## src/design/eru_pkg.sv

```systemverilog
// Types, codes and the step table of the envelope ramp unit
package eru_pkg;

    localparam logic       OP_WRITE = 1'b0;
    localparam logic       OP_TICK  = 1'b1;

    localparam logic [1:0] CFG_AMP_BASE    = 2'd0;
    localparam logic [1:0] CFG_FILTER_BASE = 2'd1;
    localparam logic [1:0] CFG_SPT         = 2'd2;

    localparam logic [15:0] SELECT_BASE = 16'h0D00;
    localparam logic [15:0] AREA_SIZE   = 16'h0040;
    localparam logic [7:0]  INC_NONE    = 8'h00;
    localparam logic [7:0]  INC_JUMP    = 8'hFF;
    localparam logic [26:0] FALL_BIAS   = 27'd256;

    localparam logic [30:0] FRAC_Q30 [8] = '{
        31'd1073741824, 31'd1170923762, 31'd1276901417, 31'd1392470869,
        31'd1518500250, 31'd1655936265, 31'd1805811301, 31'd1969251188
    };

    typedef struct packed {
        logic        op;
        logic [15:0] addr;
        logic [7:0]  wdata;
    } in_t;

    typedef struct packed {
        logic       landed_bank;
        logic [4:0] landed_slot;
        logic       last;
    } out_t;

    typedef enum logic [2:0] {
        CMD_SEL,
        CMD_INC,
        CMD_TGT,
        CMD_TICK,
        CMD_FLUSH
    } cmd_kind_t;

    typedef struct packed {
        cmd_kind_t  kind;
        logic       bank;
        logic [4:0] slot;
        logic [7:0] data;
    } cmd_t;

    // Exponential step in Q.8 for a 7-bit rate code, rounded half up
    function automatic logic [26:0] step_base(input logic [6:0] k);
        logic [4:0]  sh;
        logic [31:0] f;
        sh = 5'd19 - {1'b0, k[6:3]};
        f  = {1'b0, FRAC_Q30[k[2:0]]} + (32'd1 << (sh - 5'd1));
        return 27'(f >> sh);
    endfunction

endpackage

```

## src/design/eru_front.sv

```systemverilog
// Address decoder that classifies each input transfer into a command
module eru_front #(
    parameter int NUM_SLOTS = 32
) (
    input  logic          s_valid,
    output logic          s_ready,
    input  eru_pkg::in_t  s_data,
    input  logic [15:0]   amp_base,
    input  logic [15:0]   filter_base,
    input  logic          q_full,
    output logic          q_push,
    output eru_pkg::cmd_t q_data
);
    import eru_pkg::*;

    logic [15:0] amp_off;
    logic [15:0] flt_off;
    logic        sel_hit;
    logic        amp_hit;
    logic        flt_hit;
    logic [5:0]  area_off;
    logic        keep;

    assign s_ready = !q_full;
    assign amp_off = s_data.addr - amp_base;
    assign flt_off = s_data.addr - filter_base;
    assign sel_hit = (s_data.addr[15:6] == SELECT_BASE[15:6]) && !s_data.addr[0];
    assign amp_hit = (s_data.addr >= amp_base) && (amp_off < AREA_SIZE);
    assign flt_hit = (s_data.addr >= filter_base) && (flt_off < AREA_SIZE);

    // Classify the transfer; drop writes that hit nothing or a slot beyond NUM_SLOTS - 1
    always_comb begin
        area_off    = amp_hit ? amp_off[5:0] : flt_off[5:0];
        q_data.bank = !amp_hit;
        q_data.data = s_data.wdata;
        q_data.slot = area_off[5:1];
        q_data.kind = area_off[0] ? CMD_TGT : CMD_INC;
        keep        = 1'b0;
        if (s_data.op == OP_TICK) begin
            q_data.kind = CMD_TICK;
            keep        = 1'b1;
        end else if (sel_hit) begin
            q_data.kind = CMD_SEL;
            q_data.slot = s_data.addr[5:1];
            keep        = ({1'b0, s_data.addr[5:1]} < 6'(NUM_SLOTS));
        end else if (amp_hit || flt_hit) begin
            keep = ({1'b0, area_off[5:1]} < 6'(NUM_SLOTS));
        end
    end

    assign q_push = s_valid && s_ready && keep;
endmodule

```

## config.mk

```make
export PLATFORM = sky130hd
export DESIGN_NAME = eru_front
export DESIGN_NICKNAME = d
export VERILOG_FILES = /design/src/design/eru_pkg.sv /design/src/design/eru_front.sv
export SDC_FILE = /design/constraint.sdc
export NUM_CORES = 1
export LEC_CHECK = 0
export BUFFER_PORTS_ARGS = -buffer_cell sky130_fd_sc_hd__buf_2
export CORE_MARGIN = 5
export CORE_UTILIZATION = 48
export DETAILED_ROUTE_END_ITERATION = 7
export PLACE_DENSITY = 0.81
export SLEW_MARGIN = 20
export SYNTH_ARGS = -nofsm -noshare
export SYNTH_HDL_FRONTEND = slang
export SYNTH_SLANG_ARGS = --single-unit
export TNS_END_PERCENT = 5
```

## constraint.sdc

```tcl
create_clock -name vclk -period 2.7
set_input_delay 0.135 -clock vclk [all_inputs]
set_output_delay 0.135 -clock vclk [all_outputs]
set_load 0.005 [all_outputs]
```

==> results.json <==
{
  "run_status": "finished, violations left",
  "violations": "negative setup slack",
  "hold_slack_ns": 0.270,
  "worstHoldStart": "s_data[3]",
  "placedInstanceArea_mm2": 0.00299,
  "muxShareOfSynthArea": 0.0299,
  "drc": 0,
  "vdd.ir_drop.worst_v": 0.000131,
  "antenna_cells": 0,
  "yosys_warnings": 0,
  "final_critical_path_setup_slack_ns": -0.265,
  "seq_area_frac_synth": 0,
  "p_per_area_mw_per_mm2": 251,
  "drt_iter0_drc": 240,
  "synth_top_family_by_area": "compound AO/OA/AOI/OAI gates",
  "worstSetupPathType": "input pin to output pin",
  "avgRoutedWirePerCell_um": 17.1,
  "antenna_found_initial": 0,
  "synthCells": 306,
  "finalCritPeriodShare": 1.10,
  "area_growth_syn_to_layout_pct": 63.1,
  "critical_path_required_ns": 2.57,
  "start_util": 0.493,
  "routed_wl_mm": 8.43,
  "nFlopsAndLatches": 0,
  "synth_xor_area_frac": 0.0493,
  "max_freq_mhz": 337,
  "synth_simple_gate_area_share": 0.244,
  "type_of_element_launching_the_critical_path": "input pin",
  "setup-violations-final": 8,
  "gp_congestion": 0.974,
  "synthesized_area_fraction_occupied_by_ao_oa_aoi_and_oai_cells": 0.348,
  "worst_hold_endpoint": "q_data[3]",
  "dpl.hpwl_mm": 5.93,
  "dr_total_vias": 2958,
  "synth_nets": 399,
  "clock_buffers": 0,
  "final_core_util": 0.804,
  "timing.final.max_slew_violations": 0,
  "power_leakage_uw": 0.00174,
  "layout.filler_cells": 293,
  "dp_cells": 481,
  "nets": 537,
  "totalPowerFinal_uw": 872,
  "hold_class": "input pin to output pin",
  "timing.max_cap.violations": 0,
  "placement.io_buffers": 61,
  "post-synth-top-area-cell": "sky130_fd_sc_hd__ha_1",
  "die_area_mm2": 0.00587,
  "core_mm2": 0.00432,
  "detail-route-antenna-nets": 0,
  "syn-cell-area_mm2": 0.00213,
  "grt_max_degree": 12,
  "synth_most_common_cell": "sky130_fd_sc_hd__inv_1",
  "die_h_um": 76.6,
  "synth.distinct_cells": 63,
  "seqCellArea_um2": 0,
  "post_route_standard_cell_area_excluding_fillers_mm2": 0.00348,
  "fp.dieW_um": 76.6,
  "first_global_vias": 2705,
  "setup_repair_after_global_routing_missed_its_margin": "yes",
  "critPathCaptureType": "output pin",
  "average_footprint_of_a_synthesized_cell_um2": 6.97,
  "timing.critical_path.slowest_cell_delay_ns": 0.54,
  "timing.final.hold_violations": 0,
  "grt_pass1_wl_mm": 12.1,
  "post_layout_nonfiller_instances": 494,
  "synth_area_leaders": "sky130_fd_sc_hd__ha_1, sky130_fd_sc_hd__inv_1, sky130_fd_sc_hd__a21oi_1",
  "critical_path_arrival_ns": 2.83,
  "global_route.overflow_total": 0,
  "detailedRoute.firstPassIterationCount": 5,
  "synth_fa_ha_area_frac": 0.207,
  "critical-path-slowest-cell": "sky130_fd_sc_hd__or4_4",
  "yosys.area.top_type_share": 0.188,
  "grt_use_total": 0.235,
  "post_drt_via_cell_ratio": 5.99,
  "post_route_cells_drive_above_1_share": 0.482,
  "cp_max_fo": 5,
  "num_rows": 24,
  "postCtsHoldBufs": 0,
  "worst_hold_path.num_cells": 0,
  "period_minus_slack_ns": 2.97,
  "cp_cell_sequence": "buf_2 -> inv_2 -> ha_4 -> buf_6 -> o21a_1 -> o31a_1 -> o2111ai_2 -> a31oi_2 -> xor2_2 -> buf_4 -> or4_4 -> nor4_4 -> o31a_1 -> buf_2",
  "boundaryPins": 78,
  "most_common_library_cells_after_synthesis": "sky130_fd_sc_hd__inv_1, sky130_fd_sc_hd__ha_1, sky130_fd_sc_hd__a21oi_1"
}
stage by stage:
stage	worst slack (ns)	setup TNS, ns
CTS	-0.139	-0.432
global placement	-0.319	-1.27
detailed placement	-0.378	-1.90
floorplan	0.0507	0
finish	-0.265	-0.890
global route	-0.333	-1.70
metal layers:
| metal | wire length [um] | global-route usage | vias to the layer above | share of wire |
|---|---|---|---|---|
| li1 | - | - | 1407 | - |
| met1 | 3400 | 0.310 | 1333 | 0.40 |
| met2 | 4110 | 0.414 | 186 | 0.49 |
| met3 | 660 | 0.0213 | 32 | 0.078 |
| met4 | 255 | 0.0472 | 0 | 0.030 |
| met5 | 0 | 0 | - | 0 |
report_power, final:
group          leakage (uW)  internal, uW  switching, uW
Clock                     0             0              0
Combinational       0.00174           447            425
Sequential                0             0              0
cell usage in the layout, fill, tap and decap left out, types with 7 or more instances in the layout:
cell type / instances
sky130_fd_sc_hd__buf_4: 86
sky130_fd_sc_hd__buf_2: 56
sky130_fd_sc_hd__inv_1: 36
sky130_fd_sc_hd__ha_1: 22
sky130_fd_sc_hd__nand2_1: 17
sky130_fd_sc_hd__a21oi_1: 16
sky130_fd_sc_hd__nor2_1: 15
sky130_fd_sc_hd__o21ai_0: 11
sky130_fd_sc_hd__ha_4: 10
sky130_fd_sc_hd__a21o_1: 9
sky130_fd_sc_hd__nand3_1: 8
sky130_fd_sc_hd__nand2b_1: 7
sky130_fd_sc_hd__buf_6: 7
kinds of logic after synthesis:
logic type / after synthesis
adders and majority gates: 34
buffers and inverters: 58
muxes: 6
AOI/OAI and AO/OA: 103
other: 1
xor gates and xnor gates: 12
and+or+nand+nor: 92
how the worst max path moves through the flow:
stage | from | to | slack, ns | cells past startpoint
finish | amp_base[2] | q_data[9] | -0.27 | 14
global route | s_data[8] | q_data[9] | -0.33 | 14
CTS | s_data[8] | q_data[9] | -0.14 | 13
detailed placement | s_data[8] | q_data[9] | -0.38 | 13
global placement | s_data[8] | q_data[9] | -0.32 | 13
floorplan | s_data[8] | q_data[9] | 0.05 | 11
what timing repair did:
action | 4_1_cts | 5_1_grt
buffers inserted | 3 | 10
resized for setup | 31 | 44
pin swaps | 22 | 28
setup endpoints to repair | 8 | 8
endpoints found under the hold margin | 0 | 0
critical path, delay by kind of cell:
kind            cells  cell delay (ns)
buf+inv             5             0.54
fa+ha+maj           1             0.21
compound gates      5             0.90
simple gates        2             0.85
xor+xnor            1             0.18
cell type report:
class / instances / area [um^2] / share of cell area
inverter: 43 / 171 / 0.0493
multi-input combinational: 248 / 2210 / 0.634
tap: 52 / 65.1 / 0.0187
timing repair buffer: 151 / 1030 / 0.298
Note: power is estimated with default switching activity, not from simulation.
