`src/design/eru_pkg.sv`:
```
// Types, codes and the step table of the envelope ramp unit
package eru_pkg;

    localparam logic       OP_WRITE = 1'b0;
    localparam logic       OP_TICK  = 1'b1;

    localparam logic [1:0] CFG_AMP_BASE    = 2'd0;
    localparam logic [1:0] CFG_FILTER_BASE = 2'd1;
    localparam logic [1:0] CFG_SPT         = 2'd2;

    localparam logic [15:0] SELECT_BASE = 16'h0D00;
    localparam logic [15:0] AREA_SIZE   = 16'h0040;
    localparam logic [7:0]  INC_NONE    = 8'h00;
    localparam logic [7:0]  INC_JUMP    = 8'hFF;
    localparam logic [26:0] FALL_BIAS   = 27'd256;

    localparam logic [30:0] FRAC_Q30 [8] = '{
        31'd1073741824, 31'd1170923762, 31'd1276901417, 31'd1392470869,
        31'd1518500250, 31'd1655936265, 31'd1805811301, 31'd1969251188
    };

    typedef struct packed {
        logic        op;
        logic [15:0] addr;
        logic [7:0]  wdata;
    } in_t;

    typedef struct packed {
        logic       landed_bank;
        logic [4:0] landed_slot;
        logic       last;
    } out_t;

    typedef enum logic [2:0] {
        CMD_SEL,
        CMD_INC,
        CMD_TGT,
        CMD_TICK,
        CMD_FLUSH
    } cmd_kind_t;

    typedef struct packed {
        cmd_kind_t  kind;
        logic       bank;
        logic [4:0] slot;
        logic [7:0] data;
    } cmd_t;

    // Exponential step in Q.8 for a 7-bit rate code, rounded half up
    function automatic logic [26:0] step_base(input logic [6:0] k);
        logic [4:0]  sh;
        logic [31:0] f;
        sh = 5'd19 - {1'b0, k[6:3]};
        f  = {1'b0, FRAC_Q30[k[2:0]]} + (32'd1 << (sh - 5'd1));
        return 27'(f >> sh);
    endfunction

endpackage

```
`src/design/eru_fifo.sv`:
```
// Two-entry command queue between the decoder and the ramp engine
module eru_fifo (
    input  logic          aclk,
    input  logic          aresetn,
    input  logic          push,
    input  eru_pkg::cmd_t push_data,
    input  logic          pop,
    output eru_pkg::cmd_t pop_data,
    output logic          full,
    output logic          not_empty
);
    import eru_pkg::*;

    cmd_t       mem_reg [2];
    logic       wptr_reg;
    logic       rptr_reg;
    logic [1:0] count_reg;

    assign full      = (count_reg == 2'd2);
    assign not_empty = (count_reg != 2'd0);
    assign pop_data  = mem_reg[rptr_reg];

    // Store on push
    always_ff @(posedge aclk) begin
        if (push) begin
            mem_reg[wptr_reg] <= push_data;
        end
    end

    // Advance pointers and count
    always_ff @(posedge aclk) begin
        if (!aresetn) begin
            wptr_reg  <= 1'b0;
            rptr_reg  <= 1'b0;
            count_reg <= 2'd0;
        end else begin
            if (push) begin
                wptr_reg <= ~wptr_reg;
            end
            if (pop) begin
                rptr_reg <= ~rptr_reg;
            end
            if (push && !pop) begin
                count_reg <= count_reg + 2'd1;
            end else if (pop && !push) begin
                count_reg <= count_reg - 2'd1;
            end
        end
    end
endmodule

```
`config.mk`:
```
export PLATFORM = sky130hd
export DESIGN_NAME = eru_fifo
export DESIGN_NICKNAME = d
export VERILOG_FILES = /design/src/design/eru_pkg.sv /design/src/design/eru_fifo.sv
export SDC_FILE = /design/constraint.sdc
export NUM_CORES = 1
export LEC_CHECK = 0
export BUFFER_PORTS_ARGS = -buffer_cell sky130_fd_sc_hd__clkbuf_2
export CAP_MARGIN = 20
export CORE_MARGIN = 2
export CORE_UTILIZATION = 57
export CTS_BUF_LIST = sky130_fd_sc_hd__clkbuf_4
export CTS_CLUSTER_SIZE = 16
export DETAILED_ROUTE_END_ITERATION = 6
export GPL_ROUTABILITY_DRIVEN = 1
export PLACE_DENSITY = 0.82
export SYNTH_ARGS = -nofsm -noshare
export SYNTH_HDL_FRONTEND = slang
export SYNTH_SLANG_ARGS = --single-unit
```
`constraint.sdc`:
```
create_clock -name aclk -period 3 [get_ports aclk]
set_clock_uncertainty 0.15 [all_clocks]
set_input_delay 0.15 -clock aclk [delete_from_list [all_inputs] [get_ports aclk]]
set_output_delay 0.15 -clock aclk [all_outputs]
set_load 0.1 [all_outputs]
```
==> key figures, run 1 <==
Outcome
  • Status: complete, no violations

Clocking
  • Setup Buffers After CTS: 0
  • CTS root buf: clkbuf_4
  • Cts hold-fix bufs: 19
  • CTS buffer count: 5
  • Resized cells post-CTS: 0
  • H-tree Lvls: 2
  • CTS tree: yes
  • Clk Latency, worst-skew pair: 340 ps
  • Clock Sink Count: 39
  • CTS Buffer Depth: 2
  • Register clock-pin slew on the reported worst setup and hold paths: 110 ps

Worst setup path
  • Worst R2R End: mem_reg[0][11]$_DFFE_PP_
  • Worst setup path endpoint: pop_data[13]
  • Worst reg-to-reg path cell count: 2
  • Critical path's top delay family: flip-flops
  • CP peak stage delay: 800 ps
  • R2r setup slk: 1300 ps
  • Worst path depth: 2
  • Worst path slowest cell: dfxtp_1
  • Critical Path Fanout Max: 17
  • CP Data Required Time: 2700 ps
  • Startpoint Class: flip-flop
  • Setup Crit Path Kind: flip-flop to output port
  • CP arrival: 1940 ps
  • Critical R2R Launch: wptr_reg$_SDFFE_PN0P_
  • Worst Setup End Kind: output port
  • Critical path, cell by cell: mux2_2 -> clkbuf_2
  • Bufs and invs on worst path: 1

STA
  • RSZ-0062 raised after global routing: false
  • Maximum clock rate: 447 MHz
  • Final Hold Fails: 0
  • Minimum clock period: 2240 ps
  • Part of the cycle the worst path needs: 74.6%
  • Slew HR: 46.9%
  • Least-Margin Pin Slew: 797 ps
  • Max-slew violation count: 0
  • Smallest hold slack: 5.65 ps
  • Sum of negative setup slack: 0 ps
  • # setup viols final: 0
  • Worst setup margin: 761 ps

Global routing
  • First-pass GRT wire length: 3940 um
  • Pin count of the biggest net entering global routing: 18
  • GRT Total Usage: 21.1%
  • Antenna violations before repair: 0
  • Number of global-route vias before repair: 882
  • Grt total ovfl: 0

Run
  • Max-Cap Viols: 0

Place
  • Setup WS pre-CTS: 1130 ps
  • Routability cong.: 0.621
  • PortBufs: 39
  • Post-detail-place hpwl: 1660 um
  • Placed cell area: 1670 um2

Synth
  • Sequential area share after synthesis: 77.5%
  • Mux cell area share after synthesis: 13.2%
  • Synth Area in Compound Gates: 1.38%
  • Area contributors post-synth: edfxtp_1 (71%), mux2_2 (13%), dfxtp_1 (6.9%)
  • Avg Inst Size Synth: 19.3 um2
  • Synth Register Bits: 39
  • Synth Instances: 75
  • Netlist cell types: 17
  • Synth Area in XOR/XNOR: 1.82%
  • Post-synth top area share: 70.6%
  • Largest family of logic cells by synthesized area: multiplexers
  • Cell Area, Synth: 1450 um2
  • Area share of and/or/nand/nor cells after synthesis: 4.07%
  • Syn nets: 97
  • Yosys top cell by area: edfxtp_1
  • Adder-cell share of the synthesized area: 0.865%
  • Synth Warn #: 0

Power
  • Switching Share: 35.0%
  • Sequential Power Share: 52.1%
  • Power share of the combinational group: 27.5%
  • Proportion of power drawn by the clock network: 20.4%
  • P per Cell Area: 643 nW/um2
  • Static leakage: 0.762 nW
  • Maximum vdd drop: 686 uV
  • P_sw: 0.432 mW
  • Pint: 0.801 mW

Die
  • Total die area: 2960 um2
  • Std-Cell Rows: 18
  • Chip width: 54.4 um
  • Initial Util: 59.5%
  • CORE AREA: 2430 um2
  • Ports: 40
  • Die Ht: 54.4 um

Detailed routing
  • Final ANT Viol Nets: 0
  • DRC Markers: 0
  • First-pass iteration count of the detailed router: 3
  • Vias: 825
  • DRT iter0 DRCs: 20
  • Vias per std cell: 4.85
  • WL per Instance: 15.0 um
  • WL final: 2550 um

Final layout
  • Share of cells above drive strength 1: 46.4%
  • Area delta synth->final: 32.5%
  • Cell area after layout: 1920 um2
  • N_diodes: 0
  • Max reg flops: 34
  • Nets: 161

Min path
  • Hold path depth: 3
  • Worst min path class: input port to flip-flop
[worst min-delay path by stage]
stage | slack [ps] | from | endpoint
after global placement | 190 | push_data[9] | mem_reg[0][9]$_DFFE_PP_
after CTS | 2 | push | wptr_reg$_SDFFE_PN0P_
final | 6 | push | wptr_reg$_SDFFE_PN0P_
after detailed placement | 190 | push_data[5] | mem_reg[1][5]$_DFFE_PP_
after global routing | 8 | push | wptr_reg$_SDFFE_PN0P_
after floorplan | 100 | push_data[0] | mem_reg[0][0]$_DFFE_PP_
[through the flow]
stage / cells / utilization, % / total power, mW
2_1_floorplan: 75 / - / 0.923
4_1_cts: 170 / 78.8 / 1.24
6_report: 170 / 78.8 / 1.23
3_5_place_dp: 143 / 68.8 / 0.976
5_1_grt: 170 / 78.8 / 1.28
3_3_place_gp: 143 / 68.8 / 0.969
[worst min-delay path, delay by kind of cell]
family / cells / cell delay (ps)
buf+inv: 1 / 110
simple gates: 1 / 50
compound gates: 1 / 160
[final cells by class]
type | count | area (um2)
clock buffers | 6 | 45.0
clock inverters | 2 | 7.51
fillers | 138 | 515
inverters | 1 | 3.75
multi-input cells | 33 | 309
flip-flops and latches | 39 | 1120
well taps | 30 | 37.5
repair buffers | 59 | 393
[power groups by stage]
stage | sequential [mW] | clock [mW] | combinational [mW]
6_report | 0.643 | 0.251 | 0.339
5_1_grt | 0.647 | 0.280 | 0.353
4_1_cts | 0.643 | 0.255 | 0.341
3_5_place_dp | 0.655 | 0 | 0.321
3_3_place_gp | 0.653 | 0 | 0.316
2_1_floorplan | 0.643 | 0 | 0.280
[logic make-up after synthesis]
kind of cell / Yosys count
and+or+nand+nor: 9
xor gates and xnor gates: 3
DFF: 39
buffers and inverters: 3
adders and majority gates: 1
AOI/OAI and AO/OA: 3
muxes: 17
[metal layers]
metal	GRT usage, %	share of wire, %	vias up
li1	-	-	410
met1	22.1	40	384
met2	36.1	53	22
met3	6.83	4.4	9
met4	13.8	2.9	0
met5	0	0	-
[cells in the mapped netlist (all sizes together)]
cell type	n
dfxtp	5
inv	1
xor2	2
xnor2	1
o21a	1
or3	1
mux2	17
edfxtp	34
and2b	1
a21boi	1
ha	1
and2	4
buf	2
or2	1
o21ai	1
nor2b	2
[cells in the final DEF, fill, tap and decap left out]
master / count
dlygate4sd3_1: 19
dfxtp_1: 5
nor2b_1: 2
mux2_2: 17
or2_2: 1
a21boi_1: 1
xnor2_1: 1
clkinv_1: 2
buf_4: 1
o21ai_0: 1
inv_1: 1
xor2_1: 2
or3_1: 1
and2b_2: 1
o21a_1: 1
clkbuf_4: 6
ha_1: 1
and2_1: 4
edfxtp_1: 34
clkbuf_2: 39
Note: power is estimated with default switching activity, not from simulation.
==> run 2, diff against run 1 <==
--- a/config.mk
+++ b/config.mk
@@ -5,15 +5,16 @@
 export SDC_FILE = /design/constraint.sdc
 export NUM_CORES = 1
 export LEC_CHECK = 0
+export ABC_AREA = 1
 export BUFFER_PORTS_ARGS = -buffer_cell sky130_fd_sc_hd__clkbuf_2
 export CAP_MARGIN = 20
 export CORE_MARGIN = 2
-export CORE_UTILIZATION = 57
+export CORE_UTILIZATION = 48
 export CTS_BUF_LIST = sky130_fd_sc_hd__clkbuf_4
 export CTS_CLUSTER_SIZE = 16
 export DETAILED_ROUTE_END_ITERATION = 6
 export GPL_ROUTABILITY_DRIVEN = 1
-export PLACE_DENSITY = 0.82
+export PLACE_DENSITY = 0.73
 export SYNTH_ARGS = -nofsm -noshare
 export SYNTH_HDL_FRONTEND = slang
 export SYNTH_SLANG_ARGS = --single-unit
==> constraint.sdc (replaced) <==
create_clock -name aclk -period 1.83 [get_ports aclk]
set_clock_uncertainty 0.15 [all_clocks]
set_input_delay 0.0915 -clock aclk [delete_from_list [all_inputs] [get_ports aclk]]
set_output_delay 0.0915 -clock aclk [all_outputs]
set_load 0.1 [all_outputs]
==> key figures, run 2 <==
Synth
  • Netlist cell types: 14
  • Synth Area in XOR/XNOR: 0%
  • Yosys top cell by area: edfxtp_1
  • Synth Area in Compound Gates: 0.663%
  • Syn nets: 110
  • Avg Inst Size Synth: 17.1 um2
  • Commonest cells in the netlist: edfxtp_1 (34), mux2_4 (10), nand2_1 (9), inv_1 (8), nor2_1 (8)
  • Area contributors post-synth: edfxtp_1 (68%), mux2_4 (10%), dfxtp_1 (6.6%)
  • EDFF count, synth: 34
  • Mux cell area share after synthesis: 15.2%
  • Area share of and/or/nand/nor cells after synthesis: 4.98%
  • Sequential area share after synthesis: 74.3%
  • Post-synth top area share: 67.7%
  • Top_reg_cell synth: edfxtp_1
  • Synth Instances: 88
  • Largest family of logic cells by synthesized area: multiplexers
  • Synth Register Bits: 39
  • Cell Area, Synth: 1510 um2
  • Adder-cell share of the synthesized area: 0.829%
  • Count leader, synth: edfxtp_1
  • Synth Warn #: 0
  • Ys async rst share: 0%

STA
  • Final Hold Fails: 0
  • Least-Margin Pin Slew: 539 ps
  • RSZ-0062 raised after global routing: false
  • Sum of negative setup slack: 0 ps
  • # setup viols final: 0
  • Minimum clock period: 1730 ps
  • Max-slew violation count: 0
  • Slew HR: 64.2%
  • Maximum clock rate: 578 MHz
  • Part of the cycle the worst path needs: 94.6%

Global routing
  • Pin count of the biggest net entering global routing: 13
  • GRT met3 Usage: 7.58%
  • Antenna violations before repair: 0
  • GR Layer Usage met1: 17.2%
  • GRT Total Usage: 17.4%
  • First-pass GRT wire length: 4160 um
  • Number of global-route vias before repair: 964
  • Met2 GRT Util: 30.3%
  • Grt total ovfl: 0
  • Grt peak-use layer: met2

Final layout
  • Post-layout util: 76.6%
  • Max reg flops: 34
  • Final Non-Filler Cells: 204
  • Area delta synth->final: 53.6%
  • Nets: 181
  • Share of cells above drive strength 1: 44.4%
  • Fillcell total: 177
  • Multi-input gate area: 329 um2
  • N_diodes: 0
  • Most common cell after layout, fill and taps aside: edfxtp_1
  • FF+latch area: 1120 um2
  • Most frequent cells in the layout: edfxtp_1 (34), clkbuf_2 (22), dlygate4sd3_1 (21), buf_12 (17), mux2_4 (10)

Clocking
  • CTS root buf: clkbuf_4
  • CTS buffer count: 5
  • Clock Sink Count: 39
  • H-tree Lvls: 2
  • Clk Latency, worst-skew pair: 340 ps
  • CTS tree: yes
  • Register clock-pin slew on the reported worst setup and hold paths: 110 ps
  • CTS Buffer Depth: 2

Die
  • Ports: 40
  • Die Ht: 60.1 um
  • Std-Cell Rows: 20
  • Initial Util: 49.8%
  • CORE AREA: 3030 um2
  • Chip width: 60.1 um
  • Total die area: 3610 um2

Detailed routing
  • WL final: 2790 um
  • Vias: 932
  • DRC Markers: 0
  • First-pass iteration count of the detailed router: 4
  • WL per Instance: 13.7 um
  • DRT iter0 DRCs: 11
  • Vias per std cell: 4.57
  • Final ANT Viol Nets: 0

Worst setup path
  • Startpoint Class: flip-flop
  • Critical Path Fanout Max: 6
  • Setup Crit Path Kind: flip-flop to output port
  • CP Data Required Time: 1590 ps
  • CP arrival: 1490 ps
  • Worst Setup End Kind: output port

Power
  • Static leakage: 0.970 nW
  • Maximum vdd drop: 755 uV
  • P per Cell Area: 965 nW/um2

Place
  • Routability cong.: 0.680
  • PortBufs: 39
  • Post-detail-place hpwl: 1960 um
  • Placed cell count: 175

Min path
  • Worst min path class: input port to flip-flop

Outcome
  • Status: complete, no violations

Run
  • Max-Cap Viols: 0
## run 2: cell types whose count changed after synthesis, moves of 2 or more
cell,before,now
nor2_1,0,8
inv_1,1,8
and2_1,4,0
nor2b_1,2,0
xor2_1,2,0
mux2_2,17,7
mux2_4,0,10
nand2_1,0,9
## run 2: routing by layer
metal	routed length, um	share of wire [%]	vias to the layer above
met5	0	0	-
met4	17	0.61	0
met3	144	5.2	2
met1	1040	37	441
met2	1580	57	30
li1	-	-	459
## run 2: worst paths after layout
path	startpoint	end	slack, ps	depth (start not counted)
setup / recovery	flip-flop	pop_data[15]	100	3
hold / removal	push_data[15]	mem_reg[0][15]$_DFFE_PP_	320	2
setup reg to reg	wptr_reg$_SDFFE_PN0P_	wptr_reg$_SDFFE_PN0P_	500	4
hold reg to reg	rptr_reg$_SDFFE_PN0P_	flip-flop	360	2
## run 2: cells by family after synthesis
| family | after synthesis |
|---|---|
| adders and majority gates | 1 |
| muxes | 17 |
| and+or+nand+nor | 19 |
| AOI/OAI and AO/OA | 2 |
| buffers and inverters | 10 |
| DFF | 39 |
## run 2: layout make-up
cell class | instances | area share (%)
clock buffers | 5 | 1.62
clock inverters | 3 | 1.67
multi-input cells | 39 | 14.2
flip-flops and latches | 39 | 48.4
well taps | 44 | 2.37
repair buffers | 66 | 30.4
inverters | 8 | 1.30
## run 2: power breakdown
group | leakage, nW | switching, mW | internal [mW] | total, mW
sequential | 0.361 | 0.0191 | 1.02 | 1.04
combinational | 0.567 | 0.415 | 0.246 | 0.661
clock | 0.0426 | 0.254 | 0.281 | 0.535
total | 0.970 | 0.688 | 1.55 | 2.24
## run 2: per-stage QoR
stage          power [mW]  setup WS, ps  hold WS [ps]  area [um2]
2_1_floorplan        1.47           230          40.4        1510
3_3_place_gp         1.67           446           132        2030
3_5_place_dp         1.69           383           135        2030
4_1_cts              2.26          76.9           304        2320
5_1_grt              2.32          46.2           301        2320
6_report             2.24          99.1           325        2320
## run 2: worst max-delay path, cell delays in order (launching register included)
cell and delay [ps]:
dfxtp_2 410, buf_4 190, mux2_2 370, buf_12 170
## run 2: what timing repair did
item / CTS / global route
resized for setup: 1 / 0
hold endpoints to repair: 39 / 0
hold buffers: 21 / 0
setup endpoints to repair: 14 / 0
setup buffers: 0 / 0
